`config.mk`:
```
export PLATFORM = sky130hd
export DESIGN_NAME = dvi_scanline_segment_sequencer
export DESIGN_NICKNAME = d
export VERILOG_FILES = /design/src/rtl/dss_pkg.sv /design/src/rtl/dss_seq_ctrl.sv /design/src/rtl/dss_row_addr.sv /design/src/rtl/dvi_scanline_segment_sequencer.sv
export VERILOG_INCLUDE_DIRS = /design/src /design/src/rtl
export SDC_FILE = /design/constraint.sdc
export NUM_CORES = 1
export LEC_CHECK = 0
export ABC_AREA = 1
export BUFFER_PORTS_ARGS = -buffer_cell sky130_fd_sc_hd__clkbuf_2
export CORE_MARGIN = 3
export CORE_UTILIZATION = 40
export CTS_BUF_LIST = sky130_fd_sc_hd__clkbuf_4 sky130_fd_sc_hd__clkbuf_8
export CTS_CLUSTER_DIAMETER = 60
export CTS_CLUSTER_SIZE = 40
export DETAILED_ROUTE_END_ITERATION = 16
export SLEW_MARGIN = 20
export SYNTH_ARGS = -nofsm -noshare
export SYNTH_HDL_FRONTEND = slang
export SYNTH_SLANG_ARGS = --single-unit
```
`constraint.sdc`:
```
create_clock -name clk -period 14.7 [get_ports clk]
set_input_delay 2.205 -clock clk [delete_from_list [all_inputs] [get_ports clk]]
set_output_delay 2.205 -clock clk [all_outputs]
set_load 0.01 [all_outputs]
```
`src/rtl/dvi_scanline_segment_sequencer_macros.svh`:
```
// ----------------------------------------------------------------------------
// dvi_scanline_segment_sequencer_macros
// assertion macros used by the sequencer rtl
// ----------------------------------------------------------------------------
`ifndef DVI_SCANLINE_SEGMENT_SEQUENCER_MACROS_SVH
`define DVI_SCANLINE_SEGMENT_SEQUENCER_MACROS_SVH

// same-cycle implication, checked out of reset
`define DSS_ASSERT_IMPL(label, ante, cons, msg) \
  label: assert property (@(posedge clk) disable iff (!rst_n) (ante) |-> (cons)) \
    else $error(msg);

// next-cycle implication, checked out of reset
`define DSS_ASSERT_NEXT(label, ante, cons, msg) \
  label: assert property (@(posedge clk) disable iff (!rst_n) (ante) |=> (cons)) \
    else $error(msg);

`endif

```
`src/rtl/dss_pkg.sv`:
```
// ----------------------------------------------------------------------------
// dss_pkg
// timing constants, codes and types of the scanline segment sequencer
// ----------------------------------------------------------------------------
package dss_pkg;

  // vertical timing
  localparam int unsigned V_FRONT_PORCH      = 10;
  localparam int unsigned V_SYNC_LINES       = 2;
  localparam int unsigned V_BACK_PORCH       = 33;
  localparam int unsigned V_ACTIVE_LINES     = 480;
  localparam int unsigned LINE_PIXELS        = 640;
  localparam int unsigned SYNC_END           = V_FRONT_PORCH + V_SYNC_LINES;
  localparam int unsigned BLANK_START_ACTIVE = SYNC_END + V_BACK_PORCH;
  localparam int unsigned FRAME_LINES        = BLANK_START_ACTIVE + V_ACTIVE_LINES;

  // field widths
  localparam int unsigned LINE_W  = 10;
  localparam int unsigned CMP_W   = LINE_W + 2;
  localparam int unsigned ADDR_W  = 32;
  localparam int unsigned WORDS_W = 9;
  localparam int unsigned FRAME_W = 32;
  localparam int unsigned BPP_W   = 2;
  localparam int unsigned SCALE_W = 2;
  localparam int unsigned CFG_W   = 2;
  localparam int unsigned ROW_W   = $clog2(V_ACTIVE_LINES);

  // divide by three through a reciprocal, exact for every row index
  localparam int unsigned DIV3_SHIFT = ROW_W + 2;
  localparam int unsigned DIV3_MUL   = ((2 ** DIV3_SHIFT) + 2) / 3;
  localparam int unsigned PROD_W     = ROW_W + DIV3_SHIFT;

  // word counts
  localparam int unsigned WORDS_MAX    = 2 ** WORDS_W - 1;
  localparam int unsigned PIX_WORDS_1  = (LINE_PIXELS / 4 > WORDS_MAX) ? WORDS_MAX
                                                                      : LINE_PIXELS / 4;
  localparam int unsigned PIX_WORDS_2  = (LINE_PIXELS * 2 / 4 > WORDS_MAX) ? WORDS_MAX
                                                                          : LINE_PIXELS * 2 / 4;
  localparam logic [WORDS_W-1:0] BLANK_LIST_WORDS = WORDS_W'(7);
  localparam logic [WORDS_W-1:0] CMD_LIST_WORDS   = WORDS_W'(9);

  // configuration register indexes
  localparam logic [CFG_W-1:0] CFG_FRAME_BASE  = 2'd0;
  localparam logic [CFG_W-1:0] CFG_BYTES_PIXEL = 2'd1;
  localparam logic [CFG_W-1:0] CFG_VERT_SCALE  = 2'd2;

  // vertical scale codes that divide
  localparam logic [SCALE_W-1:0] SCALE_HALF  = 2'd2;
  localparam logic [SCALE_W-1:0] SCALE_THIRD = 2'd3;

  typedef enum logic [1:0] {
    KIND_VSYNC_ON  = 2'd0,
    KIND_VSYNC_OFF = 2'd1,
    KIND_CMD_LIST  = 2'd2,
    KIND_PIXEL     = 2'd3
  } seg_kind_t;

  typedef struct packed {
    seg_kind_t            kind;
    logic [LINE_W-1:0]    line;
    logic [FRAME_W-1:0]   frames;
    logic                 wrapped;
  } seg_info_t;

endpackage

```
`src/rtl/dss_seq_ctrl.sv`:
```
// ----------------------------------------------------------------------------
// dss_seq_ctrl
// line counter, command list flag and frame counter; picks the next segment
// ----------------------------------------------------------------------------
module dss_seq_ctrl
  import dss_pkg::*;
(
  input  logic      clk,
  input  logic      rst_n,
  input  logic      step,
  output seg_info_t seg
);

  logic [LINE_W-1:0]  line_r, line_nxt;
  logic               cmd_sent_r, cmd_sent_nxt;
  logic [FRAME_W-1:0] frames_r, frames_nxt;

  logic [CMP_W-1:0]   line_ext;
  logic [CMP_W-1:0]   line_inc;
  seg_kind_t          kind;
  logic               advance;
  logic               wrap;

  assign line_ext = CMP_W'(line_r);
  assign line_inc = line_ext + CMP_W'(1);

  always_comb begin
    if (line_ext >= CMP_W'(V_FRONT_PORCH) && line_ext < CMP_W'(SYNC_END)) begin
      kind = KIND_VSYNC_ON;
    end else if (line_ext < CMP_W'(BLANK_START_ACTIVE)) begin
      kind = KIND_VSYNC_OFF;
    end else if (!cmd_sent_r) begin
      kind = KIND_CMD_LIST;
    end else begin
      kind = KIND_PIXEL;
    end
  end

  // the command list half of an active line holds the line
  assign advance = (kind != KIND_CMD_LIST);
  assign wrap    = advance && (line_inc >= CMP_W'(FRAME_LINES));

  always_comb begin
    line_nxt     = line_r;
    cmd_sent_nxt = cmd_sent_r;
    frames_nxt   = frames_r + FRAME_W'(wrap);
    if (step) begin
      cmd_sent_nxt = (kind == KIND_CMD_LIST);
      if (advance) begin
        line_nxt = wrap ? '0 : line_inc[LINE_W-1:0];
      end
    end
  end

  always_ff @(posedge clk) begin
    if (!rst_n) begin
      line_r     <= '0;
      cmd_sent_r <= 1'b0;
      frames_r   <= '0;
    end else begin
      line_r     <= line_nxt;
      cmd_sent_r <= cmd_sent_nxt;
      if (step) begin
        frames_r <= frames_nxt;
      end
    end
  end

  assign seg.kind    = kind;
  assign seg.line    = line_r;
  assign seg.frames  = frames_nxt;
  assign seg.wrapped = wrap;

endmodule

```
`src/rtl/dss_row_addr.sv`:
```
// ----------------------------------------------------------------------------
// dss_row_addr
// framebuffer row address and word count of the chosen segment
// ----------------------------------------------------------------------------
module dss_row_addr
  import dss_pkg::*;
(
  input  seg_info_t           seg,
  input  logic [ADDR_W-1:0]   frame_base,
  input  logic [BPP_W-1:0]    bytes_per_pixel,
  input  logic [SCALE_W-1:0]  vertical_scale,
  output logic [ADDR_W-1:0]   read_address,
  output logic [WORDS_W-1:0]  transfer_words
);

  logic [CMP_W-1:0]  row_diff;
  logic [ROW_W-1:0]  row;
  logic [PROD_W-1:0] div3_prod;
  logic [ROW_W-1:0]  row_sel;
  logic [ADDR_W-1:0] row_ofs;
  logic              wide_pixel;

  // zero and one mean eight-bit pixels, two and three sixteen-bit
  assign wide_pixel = bytes_per_pixel[1];

  assign row_diff  = CMP_W'(seg.line) - CMP_W'(BLANK_START_ACTIVE);
  assign row       = row_diff[ROW_W-1:0];
  assign div3_prod = PROD_W'(row) * PROD_W'(DIV3_MUL);

  always_comb begin
    case (vertical_scale)
      SCALE_HALF:  row_sel = row >> 1;
      SCALE_THIRD: row_sel = div3_prod[PROD_W-1 -: ROW_W];
      default:     row_sel = row;
    endcase
  end

  assign row_ofs = ADDR_W'(row_sel) * ADDR_W'(LINE_PIXELS);

  always_comb begin
    read_address = '0;
    case (seg.kind)
      KIND_PIXEL: begin
        read_address   = frame_base + (wide_pixel ? (row_ofs << 1) : row_ofs);
        transfer_words = wide_pixel ? WORDS_W'(PIX_WORDS_2) : WORDS_W'(PIX_WORDS_1);
      end
      KIND_CMD_LIST: transfer_words = CMD_LIST_WORDS;
      default:       transfer_words = BLANK_LIST_WORDS;
    endcase
  end

endmodule

```
`src/rtl/dvi_scanline_segment_sequencer.sv`:
```
// ----------------------------------------------------------------------------
// dvi_scanline_segment_sequencer
// picks the next scanline segment and dma channel on every transfer-done event
// ----------------------------------------------------------------------------
// Each transfer on the input channel is one transfer-done event; it yields
// exactly one result transfer naming the other channel and the next segment.
// The block takes one event per clock while its results are taken; each
// event passes an input register, then the segment decision against
// the line / command-list state with the row address multiply, then the
// result register. The rate is set by that single decision stage, which
// updates the line and frame counters once per event. An input transfer is
// taken while an earlier result still waits, as long as the input register
// is empty or hands its event on to the result register in the same cycle.
// Configuration writes are always accepted
// (cfg_ready is tied high); write them only while no event is in flight.
// ----------------------------------------------------------------------------
`include "dvi_scanline_segment_sequencer_macros.svh"

module dvi_scanline_segment_sequencer
  import dss_pkg::*;
(
  input  logic               clk,
  input  logic               rst_n,
  // transfer-done events
  input  logic               in_valid,
  output logic               in_ready,
  input  logic               in_finished_channel,
  // segment results
  output logic               out_valid,
  input  logic               out_ready,
  output logic               out_next_channel,
  output logic [1:0]         out_segment_kind,
  output logic [ADDR_W-1:0]  out_read_address,
  output logic [WORDS_W-1:0] out_transfer_words,
  output logic [LINE_W-1:0]  out_line_number,
  output logic [FRAME_W-1:0] out_frames_done,
  output logic               out_frame_wrapped,
  // register writes
  input  logic               cfg_valid,
  output logic               cfg_ready,
  input  logic [CFG_W-1:0]   cfg_index,
  input  logic [ADDR_W-1:0]  cfg_data
);

  // configuration registers
  logic [ADDR_W-1:0]  frame_base_r;
  logic [BPP_W-1:0]   bpp_r;
  logic [SCALE_W-1:0] scale_r;

  // input register
  logic               s1_valid_r;
  logic               s1_fin_r;
  logic               s1_go;

  // result register
  logic               out_valid_r;
  logic               next_chan_r;
  seg_kind_t          kind_r;
  logic [ADDR_W-1:0]  addr_r;
  logic [WORDS_W-1:0] words_r;
  logic [LINE_W-1:0]  line_r;
  logic [FRAME_W-1:0] frames_r;
  logic               wrapped_r;

  seg_info_t          seg;
  logic [ADDR_W-1:0]  seg_addr;
  logic [WORDS_W-1:0] seg_words;

  assign cfg_ready = 1'b1;

  always_ff @(posedge clk) begin
    if (!rst_n) begin
      frame_base_r <= '0;
      bpp_r        <= BPP_W'(1);
      scale_r      <= SCALE_W'(1);
    end else if (cfg_valid && cfg_ready) begin
      case (cfg_index)
        CFG_FRAME_BASE:  frame_base_r <= cfg_data;
        CFG_BYTES_PIXEL: bpp_r        <= cfg_data[BPP_W-1:0];
        CFG_VERT_SCALE:  scale_r      <= cfg_data[SCALE_W-1:0];
        default: ;  // index beyond the list: ignored
      endcase
    end
  end

  // the decision stage moves on when the result register is empty or draining
  assign s1_go    = s1_valid_r && (!out_valid_r || out_ready);
  assign in_ready = !s1_valid_r || s1_go;

  always_ff @(posedge clk) begin
    if (!rst_n) begin
      s1_valid_r <= 1'b0;
    end else if (in_ready) begin
      s1_valid_r <= in_valid;
    end
  end

  always_ff @(posedge clk) begin
    if (in_valid && in_ready) begin
      s1_fin_r <= in_finished_channel;
    end
  end

  // line, command-list and frame state, stepped once per event
  dss_seq_ctrl u_ctrl (
    .clk   (clk),
    .rst_n (rst_n),
    .step  (s1_go),
    .seg   (seg)
  );

  // row address and word count
  dss_row_addr u_addr (
    .seg             (seg),
    .frame_base      (frame_base_r),
    .bytes_per_pixel (bpp_r),
    .vertical_scale  (scale_r),
    .read_address    (seg_addr),
    .transfer_words  (seg_words)
  );

  always_ff @(posedge clk) begin
    if (!rst_n) begin
      out_valid_r <= 1'b0;
    end else if (s1_go) begin
      out_valid_r <= 1'b1;
    end else if (out_ready) begin
      out_valid_r <= 1'b0;
    end
  end

  always_ff @(posedge clk) begin
    if (s1_go) begin
      next_chan_r <= ~s1_fin_r;
      kind_r      <= seg.kind;
      addr_r      <= seg_addr;
      words_r     <= seg_words;
      line_r      <= seg.line;
      frames_r    <= seg.frames;
      wrapped_r   <= seg.wrapped;
    end
  end

  assign out_valid          = out_valid_r;
  assign out_next_channel   = next_chan_r;
  assign out_segment_kind   = kind_r;
  assign out_read_address   = addr_r;
  assign out_transfer_words = words_r;
  assign out_line_number    = line_r;
  assign out_frames_done    = frames_r;
  assign out_frame_wrapped  = wrapped_r;

  // input side only stalls behind a held result
  `DSS_ASSERT_IMPL(a_stall_cause, !in_ready, out_valid_r && !out_ready,
    "input stalled without a held result")
  // the line counter stays inside the frame
  `DSS_ASSERT_IMPL(a_line_range, 1'b1, CMP_W'(seg.line) < CMP_W'(FRAME_LINES),
    "line counter beyond frame total")
  // a command list is always followed by the pixel half of the same line
  `DSS_ASSERT_NEXT(a_cmd_then_pixel, s1_go && seg.kind == KIND_CMD_LIST,
    seg.kind == KIND_PIXEL, "command list not followed by pixel data")
  // only pixel data carries an address
  `DSS_ASSERT_IMPL(a_addr_zero, out_valid_r && kind_r != KIND_PIXEL, addr_r == '0,
    "non-pixel segment with nonzero address")
  // a wrap is reported on the last line of the frame
  `DSS_ASSERT_IMPL(a_wrap_line, out_valid_r && wrapped_r,
    line_r == LINE_W'(FRAME_LINES - 1), "frame wrap off the last line")

endmodule

```
==> results of run 1 <==
==> layout make-up <==
cell class	count	area, um2	area share (%)
diodes	1	2.50	0.0219
clock inverters	12	169	1.48
flip-flops and latches	164	4120	36.1
multi-input cells	849	4990	43.7
inverters	208	783	6.86
clock buffers	20	269	2.35
repair buffers	133	681	5.96
well taps	324	405	3.55
==> metal layers <==
metal / global-route usage [%] / part of all wire, % / vias to the layer above
met4: 5.76 / 1.6 / 0
met1: 26.0 / 47 / 3897
met5: 0 / 0 / -
met3: 3.24 / 5.1 / 25
met2: 30.0 / 46 / 196
li1: - / - / 4328
==> cell families (layout without fill, tap and decap cells) <==
kind of cell,after synthesis,count (layout)
AND/OR/NAND/NOR,495,495
buffers and inverters,242,373
AO/OA/AOI/OAI,221,221
flip-flops,164,164
adder cells (fa/ha/maj),93,93
XOR/XNOR,37,37
other,2,3
multiplexers,1,1
==> state kept, by name (all words and copies together) (netlist names) <==
signal,cells
out_transfer_words,5
u_ctrl.frames_r,32
out_next_channel,1
out_frame_wrapped,1
u_ctrl.line_r,10
s1_valid_r,1
bpp_r,1
out_frames_done,32
s1_fin_r,1
out_valid,1
out_read_address,32
u_ctrl.cmd_sent_r,1
out_line_number,10
scale_r,2
frame_base_r,32
out_segment_kind,2
==> through the flow <==
| stage | util, % | power [uW] |
|---|---|---|
| after detailed placement | 44.8 | 753 |
| final | 46.6 | 1100 |
| after global routing | 46.6 | 1170 |
| after CTS | 46.6 | 1110 |
| after global placement | 44.8 | 752 |
| after floorplan | - | 689 |
==> critical path: cells and delay by family, from the launching register on <==
kind / cells / cell delay, ns
compound gates: 6 / 1.28
flops: 1 / 0.62
xor+xnor: 1 / 0.24
fa+ha+maj: 8 / 3.15
buf+inv: 6 / 0.45
simple gates: 23 / 2.27
==> cell usage in the layout (no fill, tap or decap), types with 3 or more instances in the layout <==
cell type	count
o21ai_0	90
nand4_1	15
inv_1	202
edfxtp_1	84
a21oi_1	93
buf_4	6
xnor2_1	5
a21o_1	3
ha_1	71
fa_1	22
nor3_1	22
clkbuf_2	127
nand2_2	6
o21a_1	3
nand2_1	210
nand3_1	76
o21ai_1	5
nor2_1	141
inv_2	5
nor2_2	5
or2_2	5
xor2_1	30
bufinv_16	3
o22ai_1	14
o21bai_1	5
dfxtp_1	80
clkbuf_8	19
clkinv_4	3
==> where the power goes <==
group	switching, uW	total (uW)	leakage (uW)	internal, uW
clock network	175	358	0.000221	183
registers	13.9	517	0.00146	503
logic	146	227	0.00369	80.9
total	334	1100	0.00537	767
==> worst min-delay path by stage <==
stage,startpoint,end,slack (ns),depth (start not counted)
global route,frame_base_r[5],frame_base_r[5],0.48,2
global placement,frame_base_r[1],frame_base_r[1],0.44,2
floorplan,u_ctrl.line_r[4],out_line_number[4],0.40,0
CTS,frame_base_r[1],frame_base_r[1],0.46,2
finish,frame_base_r[5],frame_base_r[5],0.46,2
detailed placement,frame_base_r[1],frame_base_r[1],0.45,2
==> flow_summary.yaml, run 1 <==
sta:
  finalCritPeriodShare_pct: 56.0
  clock.fmax_mhz: 121
  rsz0062_at_grt: "no"
  fin_skew_ns: 0.0167
  hold-worst-slack_ns: 0.459
  hold_viol_final: 0
  finalSetupTns_ns: 0
  final-setup-viol-count: 0
  period_minus_slack_ns: 8.24
  setup_ws_ns: 6.46
  relSlewSlack_pct: 44.1
  slew_viol_final: 0
  worst_slew_pin_slew_ns: 0.839
floorplan:
  start_util_pct: 41.0
  dieArea_um2: 27100
  die_width_um: 165
  rows: 57
  io_pins: 130
  core_area_um2: 24500
  fp.dieH_um: 165
placed_design:
  pre_cts_slack_ns: 6.52
  portBuffers: 127
  dp.cells: 1678
  place_congestion: 0.894
  placed_cell_area_um2: 11000
  hpwlAfterDp_um: 19100
layout:
  final_cells: 1711
  nNetsFinal: 1506
  synthToLayoutAreaGrowth_pct: 13.6
  drive_gt1_share_pct: 14.2
  fill_cells: 2445
  design_area_um2: 11400
routing:
  drc: 0
  ant_nets: 0
  viasPerCell: 4.94
  drt_iter0_markers: 653
  firstDrtPassIters: 5
  wl_per_cell_um: 14.6
  wl_um: 25000
  dr_total_vias: 8446
logic_synthesis:
  synth_adder_area_share_pct: 13.2
  post-synth-top-area-fraction_pct: 25.1
  synth_top_family_by_area: "simple AND/OR/NAND/NOR gates"
  syn-num-nets: 1388
  ys_dominant_reg_cell: "edfxtp_1"
  synth.most_common_cell: "nand2_1"
  synthSimpleGateAreaFrac_pct: 21.2
  syn_area_um2: 10100
  netlist_instances: 1255
  yosys.area.top_type: "edfxtp_1"
  synthMuxAreaShare_pct: 0.0995
  syn_area_per_cell_um2: 8.01
  async_reset_ff_share_pct: 0
  synth_area_leaders: "edfxtp_1 (25%), dfxtp_1 (16%), ha_1 (8.8%)"
  yosysWarnings: 0
  ys_ff_latch: 164
  ys_seq_area_share_pct: 41.0
  synth_edf_count: 84
  synth_common_cells: "nand2_1 (211), inv_1 (203), nor2_1 (141), a21oi_1 (93), o21ai_0 (90)"
  synth_compound_area_share_pct: 11.6
  synth.distinct_cells: 44
  synth-xor-area-share_pct: 3.37
clock_tree:
  path_clk_slew_ns: 0.10
  htree_num_levels: 4
  cts_buffer_depth: 2
  cts_setup_buffers: 0
  cts_tree: "yes"
  cts_hold_buf: 0
  cts_buffers: 17
  clock-sinks: 164
  cts_root_buf: "clkbuf_8"
  insertion_delay_ns: 0.45
  cts_resized: 0
critical_path:
  crit_path_start_kind: "register"
  cp_slowest_cell: "dfxtp_1"
  crit_end: "out_read_address[21]"
  r2r_slack_ns: 6.46
  r2r_cells: 44
  crit_fanout: 13
  rr_endpoint: "out_read_address[21]"
  required_ns: 14.90
  arrival_ns: 8.44
  crit_top_cell: "nand2_1"
  rr_startpoint: "u_ctrl.line_r[2]"
  end_kind: "register"
  worstSetupPathType: "register to register"
  max_stage_delay_ns: 0.62
  critPathLaunch: "u_ctrl.line_r[2]"
global_routing:
  grt_max_degree: 67
  antenna_found_initial: 0
  global_route.overflow_total: 0
  first_global_vias: 8116
  grt_pass1_wl_um: 40600
  grt_usage_pct: 18.7
flow_run:
  drv_cap: 0
hold_path:
  hp-class: "register to register"
power_and_ir_drop:
  power_density_nw_per_um2: 96.4
  ir_worst_vdd_mv: 0.0657
  p_leak_uw: 0.00537
run_status:
  status: "finished, final reports clean"
Power figures use the tool's default switching activity.
==> run 2, diff against run 1 <==
==> constraint.sdc (replaced) <==
create_clock -name clk -period 8.3 [get_ports clk]
set_input_delay 1.245 -clock clk [delete_from_list [all_inputs] [get_ports clk]]
set_output_delay 1.245 -clock clk [all_outputs]
set_load 0.01 [all_outputs]
==> flow_summary.yaml, run 2 (same netlist as run 1, synthesis figures left out) <==
flow_run:
  drv_cap: 0
clock_tree:
  htree_num_levels: 4
  cts_hold_buf: 0
  cts_tree: "yes"
  clock-sinks: 164
  insertion_delay_ns: 0.47
  cts_buffers: 17
  path_clk_slew_ns: 0.10
  cts_buffer_depth: 2
  cts_root_buf: "clkbuf_8"
routing:
  drt_iter0_markers: 691
  firstDrtPassIters: 5
  dr_total_vias: 8451
  wl_um: 25200
  viasPerCell: 4.92
  ant_nets: 0
  wl_per_cell_um: 14.7
  drc: 0
sta:
  hold_viol_final: 0
  finalCritPeriodShare_pct: 93.2
  period_minus_slack_ns: 7.73
  final-setup-viol-count: 0
  slew_viol_final: 0
  fin_skew_ns: 0.0199
  relSlewSlack_pct: 46.5
  worst_slew_pin_slew_ns: 0.803
  clock.fmax_mhz: 129
  finalSetupTns_ns: 0
  setup_ws_ns: 0.566
layout:
  nNetsFinal: 1513
  fill_cells: 2488
  synthToLayoutAreaGrowth_pct: 14.6
  final_common_cell: "nand2_1"
  layout_common_cells: "nand2_1 (208), inv_1 (201), nor2_1 (139)"
  drive_gt1_share_pct: 15.8
placed_design:
  portBuffers: 127
  place_congestion: 0.889
  pre_cts_slack_ns: 0.198
  hpwlAfterDp_um: 19300
global_routing:
  grt_pass1_wl_um: 41600
  grt_usage_pct: 19.2
  global_route.overflow_total: 0
  grt_max_degree: 63
  antenna_found_initial: 0
  first_global_vias: 8273
critical_path:
  required_ns: 8.51
  crit_path_start_kind: "register"
  rr_startpoint: "u_ctrl.line_r[1]"
  arrival_ns: 7.95
  crit_fanout: 5
  critPathLaunch: "u_ctrl.line_r[1]"
  cp_slowest_cell: "fa_1"
  max_stage_delay_ns: 0.56
  crit_top_cell: "nand2_1"
  end_kind: "register"
  worstSetupPathType: "register to register"
run_status:
  status: "finished, final reports clean"
floorplan:
  dieArea_um2: 27100
  start_util_pct: 41.0
  io_pins: 130
  fp.dieH_um: 165
  rows: 57
  core_area_um2: 24500
  die_width_um: 165
power_and_ir_drop:
  power_density_nw_per_um2: 163
  p_leak_uw: 0.00537
  ir_worst_vdd_mv: 0.0943
hold_path:
  hp-class: "register to register"
  min_from: "frame_base_r[1]"
[run 2: layout make-up]
type	count	area, um2	share of cell area (%)
tap	324	405	3.52
timing repair buffer	140	733	6.36
sequential	164	4130	35.8
antenna	1	2.50	0.0217
inverter	208	783	6.80
clock inverter	14	126	1.10
multi-input combinational	849	5100	44.3
clock buffer	18	241	2.10
[run 2: per-stage QoR]
| step | hold slack, ns | cell area [um2] | cells | util (%) | power (uW) |
|---|---|---|---|---|---|
| 2_1_floorplan | 0.403 | 10100 | 1255 | - | 1220 |
| 6_report | 0.461 | 11500 | 1718 | 47.0 | 1880 |
| 3_3_place_gp | 0.441 | 11000 | 1682 | 44.9 | 1340 |
| 5_1_grt | 0.476 | 11500 | 1717 | 47.0 | 1990 |
| 3_5_place_dp | 0.446 | 11000 | 1682 | 44.9 | 1340 |
| 4_1_cts | 0.460 | 11400 | 1714 | 46.4 | 1890 |
[run 2: worst max-delay path: cells and delay by family, from the launching register on]
kind	cells	cell delay [ns]
buffers and inverters	5	0.37
adder cells (fa/ha/maj)	8	3.19
AO/OA/AOI/OAI	9	1.34
AND/OR/NAND/NOR	21	2.01
XOR/XNOR	1	0.19
flip-flops	1	0.36
[run 2: what timing repair did]
item                                    CTS  global route
gates resized for setup                   0            28
buffers inserted                          0             3
endpoints found under the setup margin    0            17
[run 2: worst paths after layout]
check                         end  slack, ns  cells past startpoint
max reg2reg  out_read_address[26]       0.57                     44
max          out_read_address[26]       0.57                     44
min               frame_base_r[1]       0.46                      2
min reg2reg       frame_base_r[1]       0.46                      2
[run 2: routing by layer]
layer | GRT usage (%) | wire [um] | vias up
met5 | 0 | 0 | -
met4 | 5.76 | 427 | 0
met3 | 3.19 | 1090 | 27
met2 | 30.7 | 11700 | 181
met1 | 26.6 | 12000 | 3893
li1 | - | - | 4350
[run 2: power breakdown]
part           leakage [uW]  internal [uW]  total [uW]  switching, uW
sequential          0.00146            890         914           23.5
combinational       0.00374            150         418            268
clock              0.000177            219         544            325
total               0.00537           1260        1880            616
